$ cat src/rtl/seconds_to_calendar_date_defines.svh
// Assertion macros used by the seconds-to-calendar-date RTL.
`ifndef SECONDS_TO_CALENDAR_DATE_DEFINES_SVH
`define SECONDS_TO_CALENDAR_DATE_DEFINES_SVH

// Check that cons holds in the same cycle as ante.
`define STCD_ASSERT_NOW(lbl, clk, rstn, ante, cons, msg) \
    lbl: assert property (@(posedge clk) disable iff (!(rstn)) (ante) |-> (cons)) \
        else $error(msg);

// Check that cons holds in the cycle after ante.
`define STCD_ASSERT_NEXT(lbl, clk, rstn, ante, cons, msg) \
    lbl: assert property (@(posedge clk) disable iff (!(rstn)) (ante) |=> (cons)) \
        else $error(msg);

`endif

$ cat src/rtl/stcd_pkg.sv
// Types, constants, microcode ROM and calendar tables for the date converter.
`default_nettype none

package stcd_pkg;

    // Field widths
    localparam int SECS_W  = 32;
    localparam int YEAR_W  = 12;
    localparam int MONTH_W = 4;
    localparam int DAY_W   = 5;
    localparam int HOUR_W  = 5;
    localparam int MIN_W   = 6;
    localparam int SEC_W   = 6;

    // Datapath widths
    localparam int DAYS_W  = 16;
    localparam int QUO_W   = 16;
    localparam int YDAYS_W = 9;
    localparam int NUM_W   = 25;
    localparam int RCP_W   = 26;
    localparam int PROD_W  = NUM_W + RCP_W;
    localparam int DIVF_W  = 17;

    // Calendar constants
    localparam logic [YEAR_W-1:0]  FIRST_YEAR       = 12'd1970;
    localparam logic [YDAYS_W-1:0] COMMON_YEAR_DAYS = 9'd365;
    localparam logic [YDAYS_W-1:0] LEAP_YEAR_DAYS   = 9'd366;
    localparam logic [MONTH_W-1:0] MONTH_JAN        = 4'd1;
    localparam logic [MONTH_W-1:0] MONTHS           = 4'd12;

    // Microcode layout
    localparam int OP_W   = 4;
    localparam int CSEL_W = 2;
    localparam int PC_W   = 4;

    // Operation codes
    localparam logic [OP_W-1:0] OP_WAIT  = 4'd0;
    localparam logic [OP_W-1:0] OP_MUL   = 4'd1;
    localparam logic [OP_W-1:0] OP_REM   = 4'd2;
    localparam logic [OP_W-1:0] OP_FIX   = 4'd3;
    localparam logic [OP_W-1:0] OP_STDAY = 4'd4;
    localparam logic [OP_W-1:0] OP_STHR  = 4'd5;
    localparam logic [OP_W-1:0] OP_STMIN = 4'd6;
    localparam logic [OP_W-1:0] OP_YEAR  = 4'd7;
    localparam logic [OP_W-1:0] OP_MONTH = 4'd8;
    localparam logic [OP_W-1:0] OP_OUT   = 4'd9;

    // Divisor selects
    localparam logic [CSEL_W-1:0] SEL_DAY  = 2'd0;
    localparam logic [CSEL_W-1:0] SEL_HOUR = 2'd1;
    localparam logic [CSEL_W-1:0] SEL_MIN  = 2'd2;

    // Program steps
    localparam logic [PC_W-1:0] PC_WAIT = 4'd0;

    typedef struct packed {
        logic [OP_W-1:0]   op;
        logic [CSEL_W-1:0] csel;
        logic [PC_W-1:0]   nxt;
    } t_uop;

    // Control program: one control word per step, nxt taken when the step completes
    function automatic t_uop uop_rom(input logic [PC_W-1:0] pc);
        t_uop u;
        u = '{op: OP_WAIT, csel: SEL_DAY, nxt: PC_WAIT};
        unique case (pc)
            4'd0:  u = '{op: OP_WAIT,  csel: SEL_DAY,  nxt: 4'd1};
            4'd1:  u = '{op: OP_MUL,   csel: SEL_DAY,  nxt: 4'd2};
            4'd2:  u = '{op: OP_REM,   csel: SEL_DAY,  nxt: 4'd3};
            4'd3:  u = '{op: OP_FIX,   csel: SEL_DAY,  nxt: 4'd4};
            4'd4:  u = '{op: OP_STDAY, csel: SEL_DAY,  nxt: 4'd5};
            4'd5:  u = '{op: OP_MUL,   csel: SEL_HOUR, nxt: 4'd6};
            4'd6:  u = '{op: OP_REM,   csel: SEL_HOUR, nxt: 4'd7};
            4'd7:  u = '{op: OP_FIX,   csel: SEL_HOUR, nxt: 4'd8};
            4'd8:  u = '{op: OP_STHR,  csel: SEL_HOUR, nxt: 4'd9};
            4'd9:  u = '{op: OP_MUL,   csel: SEL_MIN,  nxt: 4'd10};
            4'd10: u = '{op: OP_REM,   csel: SEL_MIN,  nxt: 4'd11};
            4'd11: u = '{op: OP_FIX,   csel: SEL_MIN,  nxt: 4'd12};
            4'd12: u = '{op: OP_STMIN, csel: SEL_MIN,  nxt: 4'd13};
            4'd13: u = '{op: OP_YEAR,  csel: SEL_DAY,  nxt: 4'd14};
            4'd14: u = '{op: OP_MONTH, csel: SEL_DAY,  nxt: 4'd15};
            4'd15: u = '{op: OP_OUT,   csel: SEL_DAY,  nxt: PC_WAIT};
        endcase
        return u;
    endfunction

    // Dividend with the divisor's power of two shifted out:
    // 86400 = 675 << 7, 3600 = 225 << 4, 60 = 15 << 2
    function automatic logic [NUM_W-1:0] div_num(input logic [CSEL_W-1:0] csel,
                                                 input logic [SECS_W-1:0] acc);
        logic [NUM_W-1:0] n;
        n = acc[SECS_W-1:7];
        unique case (csel)
            SEL_DAY:  n = acc[SECS_W-1:7];
            SEL_HOUR: n = {12'd0, acc[16:4]};
            SEL_MIN:  n = {15'd0, acc[11:2]};
            default:  n = acc[SECS_W-1:7];
        endcase
        return n;
    endfunction

    // Reciprocal of the odd part, rounded down: 2^35/675, 2^21/225, 2^16/15
    function automatic logic [RCP_W-1:0] div_recip(input logic [CSEL_W-1:0] csel);
        logic [RCP_W-1:0] r;
        r = 26'd50903316;
        unique case (csel)
            SEL_DAY:  r = 26'd50903316;
            SEL_HOUR: r = 26'd9320;
            SEL_MIN:  r = 26'd4369;
            default:  r = 26'd50903316;
        endcase
        return r;
    endfunction

    // Quotient estimate from the product; it is the true quotient or one less
    function automatic logic [QUO_W-1:0] div_quo(input logic [CSEL_W-1:0] csel,
                                                 input logic [PROD_W-1:0] prod);
        logic [QUO_W-1:0] q;
        q = prod[50:35];
        unique case (csel)
            SEL_DAY:  q = prod[50:35];
            SEL_HOUR: q = {11'd0, prod[25:21]};
            SEL_MIN:  q = {10'd0, prod[21:16]};
            default:  q = prod[50:35];
        endcase
        return q;
    endfunction

    // Full divisor for each division
    function automatic logic [DIVF_W-1:0] div_full(input logic [CSEL_W-1:0] csel);
        logic [DIVF_W-1:0] d;
        d = 17'd86400;
        unique case (csel)
            SEL_DAY:  d = 17'd86400;
            SEL_HOUR: d = 17'd3600;
            SEL_MIN:  d = 17'd60;
            default:  d = 17'd86400;
        endcase
        return d;
    endfunction

    // Days in a month, 1 is January
    function automatic logic [DAY_W-1:0] month_length(input logic leap,
                                                      input logic [MONTH_W-1:0] month);
        logic [DAY_W-1:0] d;
        d = 5'd31;
        unique case (month)
            4'd2:    d = leap ? 5'd29 : 5'd28;
            4'd4:    d = 5'd30;
            4'd6:    d = 5'd30;
            4'd9:    d = 5'd30;
            4'd11:   d = 5'd30;
            default: d = 5'd31;
        endcase
        return d;
    endfunction

endpackage

`default_nettype wire

$ cat src/rtl/seconds_to_calendar_date.sv
// Top level of the seconds-to-calendar-date converter, a microcoded sequencer.
`default_nettype none

// Converts a 32-bit count of seconds since 1970-01-01 00:00:00 into year, month,
// day, hour, minute and second; every year divisible by four is a leap year, so
// 2100 is one. One transaction is worked at a time by a 16-step microprogram.
// Each division by 86400, 3600 and 60 runs a reciprocal multiply for a quotient
// estimate, a remainder subtract and one correction, then a store step; then a
// year walk takes off whole years and a month walk takes off whole months.
// While the output register stays full the program holds at its output step.
// The next transaction is taken in the cycle after the result is loaded, while
// the result still waits.
module seconds_to_calendar_date (
    input  wire                          i_clk,
    input  wire                          i_rst_n,
    input  wire                          i_in_valid,
    output logic                         o_in_stall,
    input  wire [stcd_pkg::SECS_W-1:0]   i_epoch_seconds,
    output logic                         o_out_valid,
    input  wire                          i_out_stall,
    output logic [stcd_pkg::YEAR_W-1:0]  o_year,
    output logic [stcd_pkg::MONTH_W-1:0] o_month,
    output logic [stcd_pkg::DAY_W-1:0]   o_day,
    output logic [stcd_pkg::HOUR_W-1:0]  o_hour,
    output logic [stcd_pkg::MIN_W-1:0]   o_minute,
    output logic [stcd_pkg::SEC_W-1:0]   o_second
);
    import stcd_pkg::*;

    `include "seconds_to_calendar_date_defines.svh"

    // Sequencer and datapath registers
    logic [PC_W-1:0]    r_pc,      n_pc;
    logic [SECS_W-1:0]  r_acc,     n_acc;
    logic [QUO_W-1:0]   r_quo,     n_quo;
    logic [DAYS_W-1:0]  r_days,    n_days;
    logic [YEAR_W-1:0]  r_year,    n_year;
    logic [MONTH_W-1:0] r_month,   n_month;
    logic [HOUR_W-1:0]  r_hour,    n_hour;
    logic [MIN_W-1:0]   r_minute,  n_minute;
    logic [SEC_W-1:0]   r_second,  n_second;

    // Output register
    logic               r_out_valid, n_out_valid;
    logic [YEAR_W-1:0]  r_o_year,    n_o_year;
    logic [MONTH_W-1:0] r_o_month,   n_o_month;
    logic [DAY_W-1:0]   r_o_day,     n_o_day;
    logic [HOUR_W-1:0]  r_o_hour,    n_o_hour;
    logic [MIN_W-1:0]   r_o_minute,  n_o_minute;
    logic [SEC_W-1:0]   r_o_second,  n_o_second;

    t_uop                    uop;
    logic [PROD_W-1:0]       prod;
    logic [QUO_W+DIVF_W-1:0] rem_prod;
    logic [SECS_W-1:0]       dfull;
    logic                    fix_ge;
    logic                    leap;
    logic [YDAYS_W-1:0]      ydays;
    logic [DAY_W-1:0]        mdays;
    logic                    adv;

    // Decode the current step
    assign uop      = uop_rom(r_pc);
    assign prod     = div_num(uop.csel, r_acc) * div_recip(uop.csel);
    assign rem_prod = r_quo * div_full(uop.csel);
    assign dfull    = {{(SECS_W-DIVF_W){1'b0}}, div_full(uop.csel)};
    assign fix_ge   = (r_acc >= dfull);
    assign leap     = (r_year[1:0] == 2'b00);
    assign ydays    = leap ? LEAP_YEAR_DAYS : COMMON_YEAR_DAYS;
    assign mdays    = month_length(leap, r_month);

    // Execute the control word and pick the next step
    always_comb begin
        n_pc        = r_pc;
        n_acc       = r_acc;
        n_quo       = r_quo;
        n_days      = r_days;
        n_year      = r_year;
        n_month     = r_month;
        n_hour      = r_hour;
        n_minute    = r_minute;
        n_second    = r_second;
        n_out_valid = r_out_valid & i_out_stall;
        n_o_year    = r_o_year;
        n_o_month   = r_o_month;
        n_o_day     = r_o_day;
        n_o_hour    = r_o_hour;
        n_o_minute  = r_o_minute;
        n_o_second  = r_o_second;
        adv         = 1'b0;

        unique case (uop.op)
            OP_WAIT: begin
                if (i_in_valid) begin
                    n_acc = i_epoch_seconds;
                    adv   = 1'b1;
                end
            end
            OP_MUL: begin
                // Estimate the quotient by the reciprocal of the odd part
                n_quo = div_quo(uop.csel, prod);
                adv   = 1'b1;
            end
            OP_REM: begin
                // Take the estimate times the divisor off the dividend
                n_acc = r_acc - rem_prod[SECS_W-1:0];
                adv   = 1'b1;
            end
            OP_FIX: begin
                // Bump the quotient once when the remainder still holds a divisor
                if (fix_ge) begin
                    n_acc = r_acc - dfull;
                    n_quo = r_quo + 1'b1;
                end
                adv = 1'b1;
            end
            OP_STDAY: begin
                n_days  = r_quo + 1'b1;
                n_year  = FIRST_YEAR;
                n_month = MONTH_JAN;
                adv     = 1'b1;
            end
            OP_STHR: begin
                n_hour = r_quo[HOUR_W-1:0];
                adv    = 1'b1;
            end
            OP_STMIN: begin
                n_minute = r_quo[MIN_W-1:0];
                n_second = r_acc[SEC_W-1:0];
                adv      = 1'b1;
            end
            OP_YEAR: begin
                // Take off whole years until the rest fits in the current one
                if (r_days > {{(DAYS_W-YDAYS_W){1'b0}}, ydays}) begin
                    n_days = r_days - {{(DAYS_W-YDAYS_W){1'b0}}, ydays};
                    n_year = r_year + 1'b1;
                end else begin
                    adv = 1'b1;
                end
            end
            OP_MONTH: begin
                // Take off whole months; December holds whatever is left
                if ((r_days <= {{(DAYS_W-DAY_W){1'b0}}, mdays}) || (r_month == MONTHS)) begin
                    adv = 1'b1;
                end else begin
                    n_days  = r_days - {{(DAYS_W-DAY_W){1'b0}}, mdays};
                    n_month = r_month + 1'b1;
                end
            end
            OP_OUT: begin
                // Hold until the output register is free
                if (!r_out_valid || !i_out_stall) begin
                    n_out_valid = 1'b1;
                    n_o_year    = r_year;
                    n_o_month   = r_month;
                    n_o_day     = r_days[DAY_W-1:0];
                    n_o_hour    = r_hour;
                    n_o_minute  = r_minute;
                    n_o_second  = r_second;
                    adv         = 1'b1;
                end
            end
            default: begin
                n_pc = PC_WAIT;
            end
        endcase

        if (adv) begin
            n_pc = uop.nxt;
        end
    end

    // Control registers
    always_ff @(posedge i_clk) begin
        if (!i_rst_n) begin
            r_pc        <= PC_WAIT;
            r_out_valid <= 1'b0;
        end else begin
            r_pc        <= n_pc;
            r_out_valid <= n_out_valid;
        end
    end

    // Payload registers
    always_ff @(posedge i_clk) begin
        r_acc      <= n_acc;
        r_quo      <= n_quo;
        r_days     <= n_days;
        r_year     <= n_year;
        r_month    <= n_month;
        r_hour     <= n_hour;
        r_minute   <= n_minute;
        r_second   <= n_second;
        r_o_year   <= n_o_year;
        r_o_month  <= n_o_month;
        r_o_day    <= n_o_day;
        r_o_hour   <= n_o_hour;
        r_o_minute <= n_o_minute;
        r_o_second <= n_o_second;
    end

    // Drive ports
    assign o_in_stall  = (uop.op != OP_WAIT);
    assign o_out_valid = r_out_valid;
    assign o_year      = r_o_year;
    assign o_month     = r_o_month;
    assign o_day       = r_o_day;
    assign o_hour      = r_o_hour;
    assign o_minute    = r_o_minute;
    assign o_second    = r_o_second;

    // The estimate is never too large, so one correction brings the remainder in range
    `STCD_ASSERT_NOW(a_div_bound, i_clk, i_rst_n, uop.op == OP_FIX,
                     ({1'b0, r_acc} < {dfull, 1'b0}), "division remainder out of range")
    // An accepted transaction starts the day division next
    `STCD_ASSERT_NEXT(a_accept_start, i_clk, i_rst_n, i_in_valid && !o_in_stall,
                      uop.op == OP_MUL, "accept did not start the program")
    // Month walk stays within the year and never runs out of days
    `STCD_ASSERT_NOW(a_month_walk, i_clk, i_rst_n, uop.op == OP_MONTH,
                     (r_month >= MONTH_JAN) && (r_month <= MONTHS) && (r_days != '0),
                     "month walk out of range")
    // A delivered result holds a legal time of day and day of month
    `STCD_ASSERT_NOW(a_out_range, i_clk, i_rst_n, o_out_valid,
                     (o_hour < 5'd24) && (o_minute < 6'd60) && (o_second < 6'd60) && (o_day != '0),
                     "result field out of range")

endmodule

`default_nettype wire

$ cat config.mk
export PLATFORM = sky130hd
export DESIGN_NAME = seconds_to_calendar_date
export DESIGN_NICKNAME = d
export VERILOG_FILES = /design/src/rtl/stcd_pkg.sv /design/src/rtl/seconds_to_calendar_date.sv
export VERILOG_INCLUDE_DIRS = /design/src /design/src/rtl
export SDC_FILE = /design/constraint.sdc
export NUM_CORES = 1
export LEC_CHECK = 0
export BUFFER_PORTS_ARGS = -buffer_cell sky130_fd_sc_hd__buf_2
export CORE_MARGIN = 2
export CORE_UTILIZATION = 50
export DETAILED_ROUTE_END_ITERATION = 7
export GPL_ROUTABILITY_DRIVEN = 0
export PLACE_DENSITY_LB_ADDON = 0.25
export SKIP_CTS_REPAIR_TIMING = 1
export SLEW_MARGIN = 20
export SYNTH_ARGS = -nofsm -noshare
export SYNTH_HDL_FRONTEND = slang
export SYNTH_SLANG_ARGS = --single-unit
$ cat constraint.sdc
create_clock -name i_clk -period 17.9 [get_ports i_clk]
set_clock_uncertainty 0.2 [all_clocks]
set_input_delay 0 -clock i_clk [delete_from_list [all_inputs] [get_ports i_clk]]
set_output_delay 0 -clock i_clk [all_outputs]
set_load 0.01 [all_outputs]
Word level (Yosys, flattened, before mapping)
Memory sizes are Yosys's and may differ from the RTL's. A register that Yosys moved wholly into a read port is not among the register bits.
Index checks and enable logic that the tools add are counted.
Widths: inputs -> output; s select.
Word-level totals
  flip-flop bits (word level): 140
  bits in latches: 0
  RAM bits: 0
  bits in read-only memories: 160
  input port bits: 36
  output and inout bits: 40
  logic and storage cells: 103
  memories kept: 1
Memory list
  (name not given): words 16, bits a word 10, rd ports 1, clocked after memory_dff 1, write ports 0, RTL line stcd_pkg.sv:66  | unique case (pc)
Cells by class
  $add $sub $neg: 7
  $mul: 2
  divide/modulo/power cells: 0
  magnitude comparators: 3
  equal/unequal tests: 22
  shift operators: 0
  mux-type cells: 30
  bitwise operators: 1
  reductions and logical operators: 21
Operators with widths (number)
  $pmux 32 s3: 1
  $mux 32: 2
  $pmux 16 s2: 2
  $pmux 26 s2: 1
  $mul 25x26->51: 1
  $pmux 25 s2: 1
  $mux 16: 3
  $pmux 16 s3: 1
  $pmux 17 s2: 1
  $ge 32x17->1: 1
  $mul 16x17->32: 1
  $sub 32x17->32: 1
  $sub 32x32->32: 1
  $eq 4x3->1 const B: 6
  $pmux 12 s2: 1
  $eq 4x4->1 const B: 5
  $mux 4: 5
  $add 16x1->16 const B: 1
  $gt 16x9->1: 1
  $le 16x5->1: 1
  $sub 16x5->16: 1
  $sub 16x9->16: 1
  $add 12x1->12 const B: 1
  $eq 4x2->1 const B: 3
  other kinds (25): 43

Depth between registers and ports, before layout
  depth after elaboration: 10
  depth in mapped cells: 34
  mapped depth without buffers: 32

Least setup slack after synthesis
Ideal clock, no wire load.
  kind: flip-flop to flip-flop
  start: reg, netlist name uop[4]
  end: reg r_quo[13] (data pin)
  setup time: 0.256 ns
  arrival: 8.010 ns
  slack: 9.435 ns
  cell stages (with the launch flop): 30
  buffers on the path: 4
  period minus slack after synthesis: 8.465 ns
  cell sequence: dfxtp_1 inv_1 ha_1 clkbuf_1 clkbuf_1 clkbuf_1 nand2_1 inv_1 nand2_1 fa_1 inv_1 fa_1 fa_1 fa_1 fa_1 fa_1 inv_1 fa_1 inv_1 ha_1 clkbuf_1 a21oi_1 nand2_1 o22a_1 o211a_1 a2111oi_0 nor2_1 a31oi_1 xnor2_1 a31o_2
Between the ends
  longest elaborated chain between the ends: 5
Ends and longest elaborated chain
  $eq 2x2->1 or $eq 2x1->1 (tied branches): RTL line stcd_pkg.sv:93, stcd_pkg.sv:106, stcd_pkg.sv:120
  $pmux 25 s2 or $pmux 26 s2 (tied branches): RTL line stcd_pkg.sv:93, stcd_pkg.sv:106
  $mul 25x26->51: RTL line seconds_to_calendar_date.sv:64  | assign prod = div_num(uop.csel, r_acc) * div_recip(uop.csel);
  $pmux 16 s2 *: RTL line stcd_pkg.sv:120  | unique case (csel)
  $pmux 16 s2 *: RTL line seconds_to_calendar_date.sv:92  | unique case (uop.op)
  via n_quo[13]: RTL line seconds_to_calendar_date.sv:35  | logic [QUO_W-1:0] r_quo, n_quo;
  end signal, assigned: RTL line seconds_to_calendar_date.sv:187  | r_quo <= n_quo;
  end, declared: RTL line seconds_to_calendar_date.sv:35
The timed path passes the listed nets; every way through them passes the cells marked *.
A chain may end at the register's enable or synchronous reset.

Worst setup path after layout
  start: reg, netlist name uop[4]
  end: reg r_quo[13] (data pin)
Between the ends
  longest elaborated chain between the ends: 5
Ends and longest elaborated chain (RTL line)
  $eq 2x2->1 or $eq 2x1->1 (tied branches): stcd_pkg.sv:93, stcd_pkg.sv:106, stcd_pkg.sv:120
  $pmux 25 s2 or $pmux 26 s2 (tied branches): stcd_pkg.sv:93, stcd_pkg.sv:106
  $mul 25x26->51: seconds_to_calendar_date.sv:64
  $pmux 16 s2 *: stcd_pkg.sv:120
  $pmux 16 s2 *: seconds_to_calendar_date.sv:92
  via n_quo[13]: seconds_to_calendar_date.sv:35
Marks and branches as above.

==> results by group <==
Critical path
  • Sum of buffers and inverters on the critical path: 12
  • Largest incremental delay on the critical path: 640 ps
  • Cell with the biggest individual delay on the critical path: sky130_fd_sc_hd__nor2_1
  • Category of the worst setup path launch point: flip-flop
  • Crit-path max FO: 30
  • Crit path arrival time: 9480 ps
  • Largest delay contributor family on the critical path: adder cells
  • Critical Path RT: 17890 ps
  • Setup crit end kind: flip-flop
  • Critical Setup Path Class: flip-flop to flip-flop
  • Cell mode on critical path: sky130_fd_sc_hd__inv_1

Synthesis
  • Flop and latch count out of synthesis: 150
  • Number of enable flip-flop cells after synthesis: 135
  • Number of instances in the synthesized netlist: 3065
  • YS warnings: 0
  • Net count of the mapped netlist: 4021
  • Async set-reset flop share out of synthesis: 0
  • Sequential element share of the synthesized area: 0.150
  • Cell area after synthesis: 29000 sq um
  • Mean instance size in the synthesized netlist: 9.47 sq um
  • Post-synth cell types: 69
  • Top_reg_cell synth: sky130_fd_sc_hd__edfxtp_1

STA
  • Maximum frequency from static timing analysis: 105 MHz
  • Final max-slew violation count: 0
  • Worst Tran Pin Value: 1110 ps
  • Final worst path period need: 9490 ps
  • Max-slew headroom: 0.256
  • Setup repair after global routing missed its margin: false
  • Total Negative Setup Slacks: 0 ps
  • Setup Viol. Count Final: 0
  • Hold slack final: 18.4 ps
  • Ratio of final minimum period to clock period: 0.530
  • Hold Fails Final Rpt: 0

Global routing
  • GRT Total Usage: 0.260
  • Global route overflow: 0
  • First-pass GRT wire length: 121000 um
  • Via count of the first global-routing pass: 22800
  • Maximum number of pins on one net before global-route repair: 48
  • Initial antenna violation count: 3

Detailed routing
  • Routed via count: 21500
  • Post-detailed-route via-to-cell ratio: 5.48
  • Aggregate routed wire length: 75000 um
  • DRT Pass-1 Iters: 6
  • ANT nets after route: 0
  • Violation count after the first detailed-routing iteration: 1571
  • Routed WL per cell: 19.1 um
  • Uppermost layer routed: met4
  • DRC: 0
  • Routed wire length on met2: 34500 um
  • Detailed-routed wire length on met3: 5200 um
  • Routed length on met1: 32700 um

Clocking
  • Sinks on the clock net: 150
  • Reg clk slew, reported paths: 80 ps
  • Clock tree root driver cell: sky130_fd_sc_hd__clkbuf_16
  • Clock tree from TritonCTS: yes
  • Number of H-tree levels: 4
  • Maximum root-to-sink buffer count: 2
  • Number of clock buffers inserted by TritonCTS: 17
  • Worst-Skew Late Latency: 450 ps

Place
  • Count of buffers from port buffering: 75
  • Sum of net half-perimeters after detailed placement: 63800 um

Finish
  • Final-stage net count: 4104
  • Share of cells above drive strength 1: 0.0509
  • Count of filler cells inserted in the layout: 5112
  • Antenna Diode Count: 0
  • Area added between synthesis and finish: 7.70%

Die
  • DIE AREA: 60000 sq um
  • Effective utilization at floorplan: 0.504
  • Number of I/O pins: 76
  • Die span in x: 245 um
  • Core Footprint: 57600 sq um
  • Die Height: 245 um
  • Number of placement rows: 88

Job
  • MaxCap Viol Count: 0

Run status
  • Outcome: complete, no violations

Hold path
  • Class of the most critical hold timing path: input port to flip-flop
registers in the layout, summed over array words and instances, names as in the netlist, 6 cells and up:
signal and flops:
r_quo 16, o_second 6, r_second 6, r_year 12
r_acc 32, o_minute 6, r_days 16, uop 10
r_minute 6, o_year 12
cells in the final DEF (no fill, tap or decap), types with 15 or more instances in the layout:
| cell type | n |
|---|---|
| sky130_fd_sc_hd__o22ai_1 | 18 |
| sky130_fd_sc_hd__a21o_1 | 35 |
| sky130_fd_sc_hd__o21ai_0 | 103 |
| sky130_fd_sc_hd__xor2_1 | 43 |
| sky130_fd_sc_hd__dlygate4sd3_1 | 35 |
| sky130_fd_sc_hd__nand2b_1 | 23 |
| sky130_fd_sc_hd__edfxtp_1 | 135 |
| sky130_fd_sc_hd__nor2_1 | 149 |
| sky130_fd_sc_hd__nor3_1 | 24 |
| sky130_fd_sc_hd__xnor2_1 | 70 |
| sky130_fd_sc_hd__and2_1 | 41 |
| sky130_fd_sc_hd__a22oi_1 | 21 |
| sky130_fd_sc_hd__clkbuf_16 | 17 |
| sky130_fd_sc_hd__ha_1 | 479 |
| sky130_fd_sc_hd__and3_1 | 20 |
| sky130_fd_sc_hd__buf_2 | 75 |
| sky130_fd_sc_hd__fa_1 | 439 |
| sky130_fd_sc_hd__a21oi_1 | 103 |
| sky130_fd_sc_hd__nand3_1 | 34 |
| sky130_fd_sc_hd__nor2b_1 | 26 |
| sky130_fd_sc_hd__dfxtp_1 | 15 |
| sky130_fd_sc_hd__a211oi_1 | 17 |
| sky130_fd_sc_hd__nand2_1 | 182 |
| sky130_fd_sc_hd__buf_4 | 18 |
| sky130_fd_sc_hd__inv_1 | 812 |
worst reg2reg max path, delay by kind of cell, from the launching register on:
family	cells	cell delay, ps
AND/OR/NAND/NOR	3	1060
adder cells (fa/ha/maj)	9	4270
buffers and inverters	12	1660
XOR/XNOR	1	90
flip-flops	1	360
AO/OA/AOI/OAI	6	1560
final cells by class:
| class | instances | area, sq um | area share |
|---|---|---|---|
| multi-input combinational | 2037 | 21400 | 0.685 |
| sequential | 150 | 4350 | 0.139 |
| inverter | 813 | 3050 | 0.0976 |
| tap | 765 | 957 | 0.0306 |
| timing repair buffer | 129 | 888 | 0.0284 |
| clock buffer | 17 | 425 | 0.0136 |
| clock inverter | 15 | 176 | 0.00564 |
per-stage QoR:
stage / std cells / area, sq um / setup slack (ps) / utilization
floorplan: 3065 / 29000 / 9430 / -
global placement: 3858 / 30300 / 8770 / 0.526
detailed placement: 3858 / 30300 / 8490 / 0.526
CTS: 3890 / 30900 / 8460 / 0.536
global route: 3926 / 31300 / 7920 / 0.543
finish: 3926 / 31300 / 8410 / 0.543
synthesized netlist by cell type, drive strengths merged (11+ instances only):
master,n,area share
o22ai,18,0.0039
a21oi,104,0.018
o21bai,13,0.0034
a22oi,21,0.0054
o21ai,104,0.018
xnor2,70,0.021
nand2b,23,0.0050
and3,20,0.0043
nand3,34,0.0059
nor2b,26,0.0056
a31oi,11,0.0024
clkbuf,63,0.0082
o221ai,13,0.0039
fa,439,0.30
o211ai,13,0.0034
dfxtp,15,0.010
and2,41,0.0088
inv,812,0.11
ha,481,0.21
nand4,12,0.0026
nor3,26,0.0047
nand2,183,0.024
a21o,35,0.0091
o31ai,13,0.0034
xor2,43,0.013
a221o,11,0.0038
nor4,12,0.0026
a211oi,17,0.0044
or2,12,0.0026
edfxtp,135,0.14
nor2,151,0.020
routing by layer:
layer	vias up	GRT usage
li1	9962	-
met1	10600	0.351
met2	769	0.422
met3	146	0.0457
met4	0	0.0882
met5	-	0
logic make-up after synthesis:
family | Yosys count | share of synthesized area
XOR/XNOR | 113 | 0.0341
adder cells (fa/ha/maj) | 920 | 0.510
multiplexers | 9 | 0.00319
AO/OA/AOI/OAI | 429 | 0.0971
flip-flops | 150 | 0.150
buffers and inverters | 878 | 0.114
AND/OR/NAND/NOR | 566 | 0.0918
worst paths after layout:
check | from | to | slack [ps] | cells after the start
setup / recovery | uop[4] | r_quo[13] | 8410 | 31
setup reg to reg | uop[4] | r_quo[13] | 8410 | 31
hold reg to reg | r_hour[2] | o_hour[2] | 220 | 0
hold / removal | i_epoch_seconds[31] | r_acc[31] | 20 | 4
Power is not shown: default switching activity piles up to over one toggle a cycle in this logic, so the estimate is an artifact.
